$ cat src/askf_pkg.sv
// ----------------------------------------------------------------------------
// askf_pkg
// Shared constants, types and the sequencer program of the ADC scalar
// Kalman filter.
// ----------------------------------------------------------------------------
package askf_pkg;

  localparam int SAMPLE_BITS = 12;
  localparam int FRAC_BITS   = 24;

  localparam int K_W     = FRAC_BITS + 1;
  localparam int PROD_W  = 32 + K_W;
  localparam int VAL_SH  = 32 - FRAC_BITS;
  localparam int CNT_W   = $clog2(FRAC_BITS + 1);
  localparam int PC_W    = 4;
  localparam int ADDR_W  = 4;

  localparam logic [K_W-1:0]   ONE_FX   = {1'b1, {FRAC_BITS{1'b0}}};
  localparam logic [CNT_W-1:0] DIV_STEPS = CNT_W'(FRAC_BITS);

  localparam logic [31:0] GAIN_RESET  = 32'd20766875;
  localparam logic [31:0] QNOISE_RESET = 32'd167772;
  localparam logic [31:0] RNOISE_RESET = 32'd1677722;
  localparam logic [31:0] EV_RESET    = 32'(64'd10 << FRAC_BITS);

  localparam logic [1:0] REG_SCALE_GAIN        = 2'd0;
  localparam logic [1:0] REG_PROCESS_NOISE     = 2'd1;
  localparam logic [1:0] REG_MEASUREMENT_NOISE = 2'd2;

  typedef enum logic [3:0] {
    OP_TAKE,
    OP_NONE,
    OP_MUL_SCALE,
    OP_LOAD_VAL,
    OP_ADD_Q,
    OP_ADD_R,
    OP_DIV_FIRST,
    OP_DIV_STEP,
    OP_K_ONE,
    OP_DIFF,
    OP_MUL_CORR,
    OP_UPD_EST,
    OP_MUL_VAR,
    OP_UPD_VAR,
    OP_OUT
  } op_e;

  typedef enum logic [2:0] {
    C_NEXT,
    C_ALWAYS,
    C_WAIT_IN,
    C_DEN_ZERO,
    C_DIV_MORE,
    C_OUT_BUSY
  } cond_e;

  typedef struct packed {
    op_e              op;
    cond_e            cond;
    logic [PC_W-1:0]  target;
  } ucode_t;

  typedef struct packed {
    logic den_zero;
    logic div_more;
    logic out_busy;
  } status_t;

  typedef struct packed {
    logic [31:0] scale_gain;
    logic [31:0] process_noise;
    logic [31:0] measurement_noise;
  } cfg_t;

  function automatic ucode_t ucode_rom(input logic [PC_W-1:0] pc);
    ucode_t w;
    unique case (pc)
      4'd0:    w = '{OP_TAKE,      C_WAIT_IN,  4'd0};
      4'd1:    w = '{OP_MUL_SCALE, C_NEXT,     4'd0};
      4'd2:    w = '{OP_LOAD_VAL,  C_NEXT,     4'd0};
      4'd3:    w = '{OP_ADD_Q,     C_NEXT,     4'd0};
      4'd4:    w = '{OP_ADD_R,     C_NEXT,     4'd0};
      4'd5:    w = '{OP_NONE,      C_DEN_ZERO, 4'd14};
      4'd6:    w = '{OP_DIV_FIRST, C_NEXT,     4'd0};
      4'd7:    w = '{OP_DIV_STEP,  C_DIV_MORE, 4'd7};
      4'd8:    w = '{OP_DIFF,      C_NEXT,     4'd0};
      4'd9:    w = '{OP_MUL_CORR,  C_NEXT,     4'd0};
      4'd10:   w = '{OP_UPD_EST,   C_NEXT,     4'd0};
      4'd11:   w = '{OP_MUL_VAR,   C_NEXT,     4'd0};
      4'd12:   w = '{OP_UPD_VAR,   C_ALWAYS,   4'd15};
      4'd14:   w = '{OP_K_ONE,     C_ALWAYS,   4'd8};
      4'd15:   w = '{OP_OUT,       C_OUT_BUSY, 4'd15};
      default: w = '{OP_NONE,      C_ALWAYS,   4'd0};
    endcase
    return w;
  endfunction

endpackage

$ cat src/askf_regs.sv
// ----------------------------------------------------------------------------
// askf_regs
// Configuration registers behind an APB-style port.
// ----------------------------------------------------------------------------
module askf_regs
  import askf_pkg::*;
(
  input  logic              clk_i,
  input  logic              rst_ni,
  input  logic              psel,
  input  logic              penable,
  input  logic              pwrite,
  input  logic [ADDR_W-1:0] paddr,
  input  logic [31:0]       pwdata,
  output logic [31:0]       prdata,
  output logic              pready,
  output cfg_t              cfg_o
);

  cfg_t       cfg_q;
  logic [1:0] idx;
  logic       wr;

  assign idx    = paddr[3:2];
  assign wr     = psel && penable && pwrite;
  assign pready = 1'b1;
  assign cfg_o  = cfg_q;

  always_ff @(posedge clk_i or negedge rst_ni) begin
    if (!rst_ni) begin
      cfg_q.scale_gain        <= GAIN_RESET;
      cfg_q.process_noise     <= QNOISE_RESET;
      cfg_q.measurement_noise <= RNOISE_RESET;
    end else if (wr) begin
      unique case (idx)
        REG_SCALE_GAIN:        cfg_q.scale_gain        <= pwdata;
        REG_PROCESS_NOISE:     cfg_q.process_noise     <= pwdata;
        REG_MEASUREMENT_NOISE: cfg_q.measurement_noise <= pwdata;
        default: ;
      endcase
    end
  end

  always_comb begin
    unique case (idx)
      REG_SCALE_GAIN:        prdata = cfg_q.scale_gain;
      REG_PROCESS_NOISE:     prdata = cfg_q.process_noise;
      REG_MEASUREMENT_NOISE: prdata = cfg_q.measurement_noise;
      default:               prdata = 32'd0;
    endcase
  end

endmodule

$ cat src/askf_sequencer.sv
// ----------------------------------------------------------------------------
// askf_sequencer
// Step counter and program table; issues one control word per cycle.
// ----------------------------------------------------------------------------
module askf_sequencer
  import askf_pkg::*;
(
  input  logic    clk_i,
  input  logic    rst_ni,
  input  logic    in_valid_i,
  input  status_t status_i,
  output op_e     op_o,
  output logic    in_stall_o
);

  logic [PC_W-1:0] pc_q, pc_d;
  ucode_t          cw;
  logic            jump;

  always_comb begin
    cw = ucode_rom(pc_q);
    unique case (cw.cond)
      C_NEXT:     jump = 1'b0;
      C_ALWAYS:   jump = 1'b1;
      C_WAIT_IN:  jump = !in_valid_i;
      C_DEN_ZERO: jump = status_i.den_zero;
      C_DIV_MORE: jump = status_i.div_more;
      C_OUT_BUSY: jump = status_i.out_busy;
      default:    jump = 1'b0;
    endcase
    pc_d       = jump ? cw.target : pc_q + 1'b1;
    op_o       = cw.op;
    in_stall_o = cw.cond != C_WAIT_IN;
  end

  always_ff @(posedge clk_i or negedge rst_ni) begin
    if (!rst_ni) begin
      pc_q <= '0;
    end else begin
      pc_q <= pc_d;
    end
  end

endmodule

$ cat src/askf_datapath.sv
// ----------------------------------------------------------------------------
// askf_datapath
// Shared multiplier, restoring divider step, filter state and output word.
// ----------------------------------------------------------------------------
module askf_datapath
  import askf_pkg::*;
(
  input  logic                   clk_i,
  input  logic                   rst_ni,
  input  op_e                    op_i,
  input  cfg_t                   cfg_i,
  input  logic                   in_valid_i,
  input  logic [SAMPLE_BITS-1:0] raw_code_i,
  input  logic                   out_stall_i,
  output logic                   out_valid_o,
  output logic [31:0]            filtered_value_o,
  output status_t                status_o
);

  logic [SAMPLE_BITS-1:0] raw_q;
  logic [31:0]            val_q, p_q, mag_q, est_q, ev_q, res_q;
  logic [32:0]            den_q, rem_q;
  logic [K_W-1:0]         k_q;
  logic [PROD_W-1:0]      prod_q;
  logic [CNT_W-1:0]       cnt_q;
  logic                   up_q, out_valid_q;

  logic [31:0]       mul_a;
  logic [K_W-1:0]    mul_b;
  logic [32:0]       var_sum;
  logic [33:0]       shl;
  logic              bit_ge, first_ge, out_busy, fire;
  logic [31:0]       corr;

  assign out_busy = out_valid_q && out_stall_i;
  assign fire     = (op_i == OP_OUT) && !out_busy;
  assign status_o = '{den_zero: den_q == 33'd0, div_more: cnt_q != CNT_W'(1),
                      out_busy: out_busy};
  assign out_valid_o      = out_valid_q;
  assign filtered_value_o = res_q;

  always_comb begin
    case (op_i)
      OP_MUL_SCALE: begin
        mul_a = cfg_i.scale_gain;
        mul_b = K_W'(raw_q);
      end
      OP_MUL_CORR: begin
        mul_a = mag_q;
        mul_b = k_q;
      end
      default: begin
        mul_a = p_q;
        mul_b = ONE_FX - k_q;
      end
    endcase
    var_sum  = {1'b0, ev_q} + {1'b0, cfg_i.process_noise};
    first_ge = {1'b0, p_q} >= den_q;
    shl      = {rem_q, 1'b0};
    bit_ge   = shl >= {1'b0, den_q};
    corr     = prod_q[FRAC_BITS+31:FRAC_BITS];
  end

  always_ff @(posedge clk_i) begin
    case (op_i)
      OP_TAKE:      if (in_valid_i) raw_q <= raw_code_i;
      OP_MUL_SCALE: prod_q <= PROD_W'(mul_a) * PROD_W'(mul_b);
      OP_LOAD_VAL:  val_q <= (|prod_q[PROD_W-1:VAL_SH+32]) ? 32'hFFFF_FFFF
                                                           : prod_q[VAL_SH+31:VAL_SH];
      OP_ADD_Q:     p_q <= var_sum[32] ? 32'hFFFF_FFFF : var_sum[31:0];
      OP_ADD_R:     den_q <= {1'b0, p_q} + {1'b0, cfg_i.measurement_noise};
      OP_DIV_FIRST: begin
        rem_q <= first_ge ? {1'b0, p_q} - den_q : {1'b0, p_q};
        k_q   <= K_W'(first_ge);
        cnt_q <= DIV_STEPS;
      end
      OP_DIV_STEP: begin
        rem_q <= bit_ge ? 33'(shl - {1'b0, den_q}) : shl[32:0];
        k_q   <= {k_q[K_W-2:0], bit_ge};
        cnt_q <= cnt_q - 1'b1;
      end
      OP_K_ONE:     k_q <= ONE_FX;
      OP_DIFF: begin
        up_q  <= val_q >= est_q;
        mag_q <= (val_q >= est_q) ? val_q - est_q : est_q - val_q;
      end
      OP_MUL_CORR:  prod_q <= PROD_W'(mul_a) * PROD_W'(mul_b);
      OP_MUL_VAR:   prod_q <= PROD_W'(mul_a) * PROD_W'(mul_b);
      OP_OUT:       if (fire) res_q <= est_q;
      default: ;
    endcase
  end

  always_ff @(posedge clk_i or negedge rst_ni) begin
    if (!rst_ni) begin
      est_q       <= '0;
      ev_q        <= EV_RESET;
      out_valid_q <= 1'b0;
    end else begin
      if (op_i == OP_UPD_EST) begin
        est_q <= up_q ? est_q + corr : ((corr >= est_q) ? 32'd0 : est_q - corr);
      end
      if (op_i == OP_UPD_VAR) begin
        ev_q <= (|prod_q[PROD_W-1:FRAC_BITS+32]) ? 32'hFFFF_FFFF
                                                 : prod_q[FRAC_BITS+31:FRAC_BITS];
      end
      if (fire) begin
        out_valid_q <= 1'b1;
      end else if (out_valid_q && !out_stall_i) begin
        out_valid_q <= 1'b0;
      end
    end
  end

endmodule

$ cat src/adc_scalar_kalman_filter_unit.sv
// ----------------------------------------------------------------------------
// adc_scalar_kalman_filter_unit
// Gain: computed by the 24-step restoring divider; when p + r is zero the
//   divider is skipped and the gain is set to one.
// Samples: the sequencer runs one sample at a time and takes the next while
//   the result word waits in its register.
// Reset: estimate clears to zero, variance to 10.0, registers to defaults.
// ----------------------------------------------------------------------------
module adc_scalar_kalman_filter_unit
  import askf_pkg::*;
(
  input  logic                   clk_i,
  input  logic                   rst_ni,
  input  logic                   psel,
  input  logic                   penable,
  input  logic                   pwrite,
  input  logic [ADDR_W-1:0]      paddr,
  input  logic [31:0]            pwdata,
  output logic [31:0]            prdata,
  output logic                   pready,
  input  logic                   in_valid_i,
  output logic                   in_stall_o,
  input  logic [SAMPLE_BITS-1:0] raw_code_i,
  output logic                   out_valid_o,
  input  logic                   out_stall_i,
  output logic [31:0]            filtered_value_o
);

  cfg_t    cfg;
  status_t status;
  op_e     op;

  askf_regs u_regs (
    .clk_i   (clk_i),
    .rst_ni  (rst_ni),
    .psel    (psel),
    .penable (penable),
    .pwrite  (pwrite),
    .paddr   (paddr),
    .pwdata  (pwdata),
    .prdata  (prdata),
    .pready  (pready),
    .cfg_o   (cfg)
  );

  askf_sequencer u_seq (
    .clk_i      (clk_i),
    .rst_ni     (rst_ni),
    .in_valid_i (in_valid_i),
    .status_i   (status),
    .op_o       (op),
    .in_stall_o (in_stall_o)
  );

  askf_datapath u_dp (
    .clk_i            (clk_i),
    .rst_ni           (rst_ni),
    .op_i             (op),
    .cfg_i            (cfg),
    .in_valid_i       (in_valid_i),
    .raw_code_i       (raw_code_i),
    .out_stall_i      (out_stall_i),
    .out_valid_o      (out_valid_o),
    .filtered_value_o (filtered_value_o),
    .status_o         (status)
  );

endmodule

$ cat config.mk
export PLATFORM = sky130hd
export DESIGN_NAME = adc_scalar_kalman_filter_unit
export DESIGN_NICKNAME = d
export VERILOG_FILES = /design/src/askf_pkg.sv /design/src/askf_regs.sv /design/src/askf_sequencer.sv /design/src/askf_datapath.sv /design/src/adc_scalar_kalman_filter_unit.sv
export SDC_FILE = /design/constraint.sdc
export NUM_CORES = 2
export LEC_CHECK = 0
export BUFFER_PORTS_ARGS = -buffer_cell sky130_fd_sc_hd__buf_2
export CORE_AREA = 2 2 286 344
export DETAILED_ROUTE_END_ITERATION = 7
export DIE_AREA = 0 0 288 346
export PLACE_DENSITY_LB_ADDON = 0.15
export RECOVER_POWER = 25
export SLEW_MARGIN = 20
export SYNTH_ARGS = -nofsm -noshare
export SYNTH_HDL_FRONTEND = slang
export SYNTH_HIERARCHICAL = 1
export SYNTH_SLANG_ARGS = --single-unit
$ cat constraint.sdc
create_clock -name clk_i -period 12.3 [get_ports clk_i]
set_input_delay 0.615 -clock clk_i [delete_from_list [all_inputs] [get_ports clk_i]]
set_output_delay 0.615 -clock clk_i [all_outputs]
set_load 0.01 [all_outputs]
# Word-level counts from Yosys, hierarchy flattened
# Memories as Yosys holds them, arrays and structs flattened.
# Cells that the tools add are included.
# totals
out_inout_bits,67
n_memories,1
elab_cells,94
register_bits,459
romBits,176
in_bits,55
# op_classes
n_eq_ne,22
multipliers,1
addsub,11
n_lt_le_gt_ge,4
muxes,16
n_reduce_logical,21
# mem_list
name,words,word_bits,read_ports,rd_ports_with_merged_regs,wr,line_no,text
(no name shown),16,11,1,0,0,askf_pkg.sv:77,unique case (pc)
# ops
op,n
$mux W32,4
$pmux W32 S3,1
$sub A32 B32 Y32,3
$pmux W25 S3,1
$add A32 B32 Y33,2
$mux W33,2
$pmux W33 S2,1
$ge A32 B32 Y1,2
$pmux W32 S2,1
$mul A32 B25 Y57,1
$pmux W25 S2,1
$ge A34 B33 Y1,1
$ge A32 B33 Y1,1
$logic_not A33 Y1,1
$sub A32 B33 Y33,1
$sub A33 B33 Y33,1
$add A32 B32 Y32,1
$eq A4 B4 Y1 const B,7
$sub A25 B25 Y25 const A,1
$reduce_or A17 Y1,1
$eq A4 B3 Y1 const B,4
$pmux W5 S2,1
$reduce_and A2 Y1,5
$eq A4 B2 Y1 const B,2
19 further kinds,29

# Longest topological paths before layout
# logic_depth
word_depth,4
mapped_depth,39
ltp_nobuf,36

# Hierarchy
# Netlist, hierarchy kept.
# modules_own_cells
module,seq_area_each_um2,area_per_inst_um2,cells_each,n_inst
askf_datapath,10217.3,52387.7,5980,1
askf_regs,2444.8,4415.5,316,1
askf_sequencer,100.1,475.5,52,1

# Worst setup path after synthesis
# Ideal clock, no wire load.
# synth_path
path_kind,register to register
from,reg u_seq.pc_q[0]
to,reg u_dp.prod_q[51] (data pin)
arrival_time_ns,9.735
setup_ns,0.260
path_buffers,4
period_less_slack_ns,9.995
required_ns,12.040
setup_slack_ns,2.305
path_stages_with_launch,38
path_cell_list,dfrtp_1 -> inv_1 -> ha_1 -> inv_1 -> mux4_1 -> nor3b_1 -> clkbuf_1 -> clkbuf_1 -> clkbuf_1 -> nor2_1 -> a21oi_1 -> clkbuf_1 -> nand2_1 -> fa_1 -> inv_1 -> fa_1 -> inv_1 -> fa_1 -> [... 2 more ...] -> inv_1 -> fa_1 -> inv_1 -> fa_1 -> inv_1 -> fa_1 -> inv_1 -> ha_1 -> a21oi_1 -> o21bai_1 -> a221o_1 -> a2111oi_0 -> or2_2 -> o41ai_2 -> a31o_2 -> a2111oi_0 -> nor2_1 -> xor2_1
# synth_via
elab_chain_len,4
elab_cells_between_ends,6
classes_between,mul: 1; eq/ne: 2; mux: 2; memory: 1
# synth_rtl
item,line_no,text
"start, declared",askf_sequencer.sv:16,"logic [PC_W-1:0] pc_q, pc_d;"
"start signal, assigned",askf_sequencer.sv:40,pc_q <= pc_d;
$mem_v2 Z16 W11 *,-,
via op[0],adc_scalar_kalman_filter_unit.sv:31,op_e op;
$eq A4 B4 Y1 or $eq A4 B2 Y1 (tied branches),"askf_datapath.sv:43, askf_datapath.sv:65",
$pmux W32 S2 or $pmux W25 S2 (tied branches),askf_datapath.sv:43,case (op_i)
$mul A32 B25 Y57 *,"askf_datapath.sv:67, askf_datapath.sv:87, askf_datapath.sv:88",
"end signal, assigned",askf_datapath.sv:67,OP_MUL_SCALE: prod_q <= PROD_W'(mul_a) * PROD_W'(mul_b);
"end signal, assigned",askf_datapath.sv:87,OP_MUL_CORR: prod_q <= PROD_W'(mul_a) * PROD_W'(mul_b);
"end signal, assigned",askf_datapath.sv:88,OP_MUL_VAR: prod_q <= PROD_W'(mul_a) * PROD_W'(mul_b);
"end, declared",askf_datapath.sv:24,logic [PROD_W-1:0] prod_q;
# The timed path passes the listed nets; every way through them passes the cells marked *.
# A chain may end at the register's enable or synchronous reset.

# Worst setup path in the final report
# Same ends and word-level chain as after synthesis.

==> flow_summary.toml <==
[synthesis]
ys_seq_area_share_pct = 22.3
ys_ff_latch = 451
ys_warn_count = 6
synth_top_area_share_pct = 24.3
async_flop_share_pct = 36.6
yosys-top-cells-area = "fa_1 (24%), edfxtp_1 (15%), ha_1 (9.9%), inv_1 (6.5%), dfrtp_1 (5.6%)"
synth_cells = 6348
synth.distinct_cells = 97
avgSynthCellArea_um2 = 9.02
syn_nets = 7551
synth-edff-count = 286
post-synth-top-area-cell = "fa_1"
ys.flop_type = "edfxtp_1"
synth_area_um2 = 57300

[route]
drt_iter0_drc = 4064
via_per_inst = 6.17
drt_pre_antenna_iters = 8
dr_total_vias = 47300
wl_um = 188000
wire_per_inst_um = 24.5
antenna_left = 0
drcViolationCount = 0

[worst_setup_path]
criticalPathCategory = "reg2reg"
startpoint_type = "register"
path_max_fanout = 19
cp_slowest_stage_delay_ns = 0.79
cpMostUsedCell = "fa_1"
crit_required_ns = 12.68
crit_arrival_ns = 11.38
end_kind = "register"
critical-path-slowest-cell = "mux2i_2"

[timing]
tightestPinTransition_ns = 4.11
setup_viol = 0
final_hold_viol_count = 0
grt_setup_unrepaired = "no"
max_freq_mhz = 90.9
slew_viol_final = 273
clock_skew_ns = 0.0373
period_share_pct = 89.4
tns_ns = 0
relSlewSlack_pct = -174
period_needed_ns = 11.00

[clock_network]
cts_tree = "done"
clk_pin_slew_ns = 0.06
htree_levels = 2
clk_latency_ns = 0.64
ctsHoldBuffers = 1
numCtsBuffers = 51
cts-root-buf = "clkbuf_16"
clock_sinks = 451
clockBufferDepth = 3
post_cts_buffers = 0
cts_resized = 0

[place]
routabilityCongestion = 1.04
hpwl_um = 151000
io_buffers = 118

[finish]
final_common_cell = "inv_1"
fill_cells = 8390
layout_common_cells = "inv_1 (995), nand2_1 (774), fa_1 (694)"
area_growth_pct = 6.73
drive_gt1_share_pct = 8.09
multi_input_area_um2 = 39900
seqCellArea_um2 = 12800
layout.nets = 7554

[floorplanning]
die_w_um = 288
rows = 125
core-area_um2 = 96300
initial_core_util_pct = 59.5
dieArea_um2 = 99600
die_h_um = 346
ios = 122

[grt]
grt_max_degree = 73
antenna_found_initial = 5
grt_pass1_vias = 47200
grt_usage_pct = 37.9
grt.overflow.total = 0
grt_pass1_wl_um = 283000

[worst_hold_path]
hold_path.class = "in2reg"

[status]
status = "complete, but fails checks"
violations = "max-capacitance violations, max-slew violations"

[run]
drv_cap = 6
## kinds of logic (layout without fill, tap and decap cells)
family / Yosys count / after routing / synth area share (%)
flip-flops: 451 / 451 / 22.3
other: 1 / 4 / 0.00655
adder cells (fa/ha/maj): 1148 / 1148 / 34.2
multiplexers: 201 / 201 / 4.01
XOR/XNOR: 182 / 182 / 2.78
buffers and inverters: 1270 / 1316 / 8.47
AND/OR/NAND/NOR: 1850 / 1850 / 14.2
AO/OA/AOI/OAI: 1245 / 1245 / 14.0
## metrics by stage
| step | setup WS (ns) | util, % | cells | hold WS [ns] | instance area [µm²] |
|---|---|---|---|---|---|
| 2_1_floorplan | 2.30 | - | 6348 | 0.319 | 57300 |
| 3_3_place_gp | 1.58 | 61.6 | 7567 | 0.468 | 59400 |
| 3_5_place_dp | 1.45 | 61.7 | 7567 | 0.479 | 59400 |
| 4_1_cts | 1.39 | 63.5 | 7664 | 0.148 | 61200 |
| 5_1_grt | 0.782 | 63.4 | 7664 | 0.163 | 61100 |
| 6_report | 1.30 | 63.5 | 7667 | 0.176 | 61100 |
## final timing paths
| kind | start | slack (ns) | cells after the start | endpoint |
|---|---|---|---|---|
| setup / recovery | u_seq/pc_q[0] | 1.30 | 31 | u_dp/prod_q[51] |
| hold / removal | raw_code_i[4] | 0.18 | 1 | u_dp/raw_q[4] |
| setup reg to reg | u_seq/pc_q[0] | 1.30 | 31 | u_dp/prod_q[51] |
| hold reg to reg | u_dp/ev_q[7] | 0.49 | 2 | u_dp/ev_q[7] |
| max in group asynchronous | rst_ni | 5.87 | 3 | u_seq/pc_q[3] |
| min in group asynchronous | rst_ni | 1.40 | 2 | u_dp/est_q[26] |
## worst max-delay path, delay by kind of cell (launching register included)
kind / cells / cell delay [ns]
compound gates: 8 / 2.10
flops: 1 / 0.47
buf+inv: 7 / 1.34
mux: 2 / 1.45
simple gates: 4 / 1.05
xor+xnor: 1 / 0.16
fa+ha+maj: 9 / 4.17
## metal layers
metal  vias to the layer above  share of wire [%]  GRT usage (%)
li1                      21000                  -              -
met1                     23600                 37           47.6
met2                      2087                 47           61.7
met3                       586                8.0           6.22
met4                         4                7.3           22.4
met5                         -              0.019              0
## cell usage after synthesis (83+ instances only)
library cell and n:
xnor2_1 127, edfxtp_1 286, nand2_1 775, nor2_1 571
dfrtp_1 129, clkbuf_1 223, inv_1 995, a21oi_1 359
fa_1 694, a21o_1 147, nor3_1 85, mux2i_1 83
o21ai_0 263, ha_1 454
## registers in the layout (all words and copies together) (netlist names), 33 cells and up
signal and flops:
u_dp/rem_q 33, u_dp/prod_q 49, u_dp/den_q 33, u_regs/cfg_o 96
## cell type report
class	count	share of cell area (%)
multi-input combinational	4627	65.3
sequential	451	20.9
inverter	996	6.12
tap	1270	2.60
clock buffer	69	2.41
timing repair buffer	224	2.22
clock inverter	27	0.487
antenna	3	0.0123
Power is left out: the tool's default activity adds up to more than one toggle a clock period on the data nets, which glitch-free logic cannot reach.
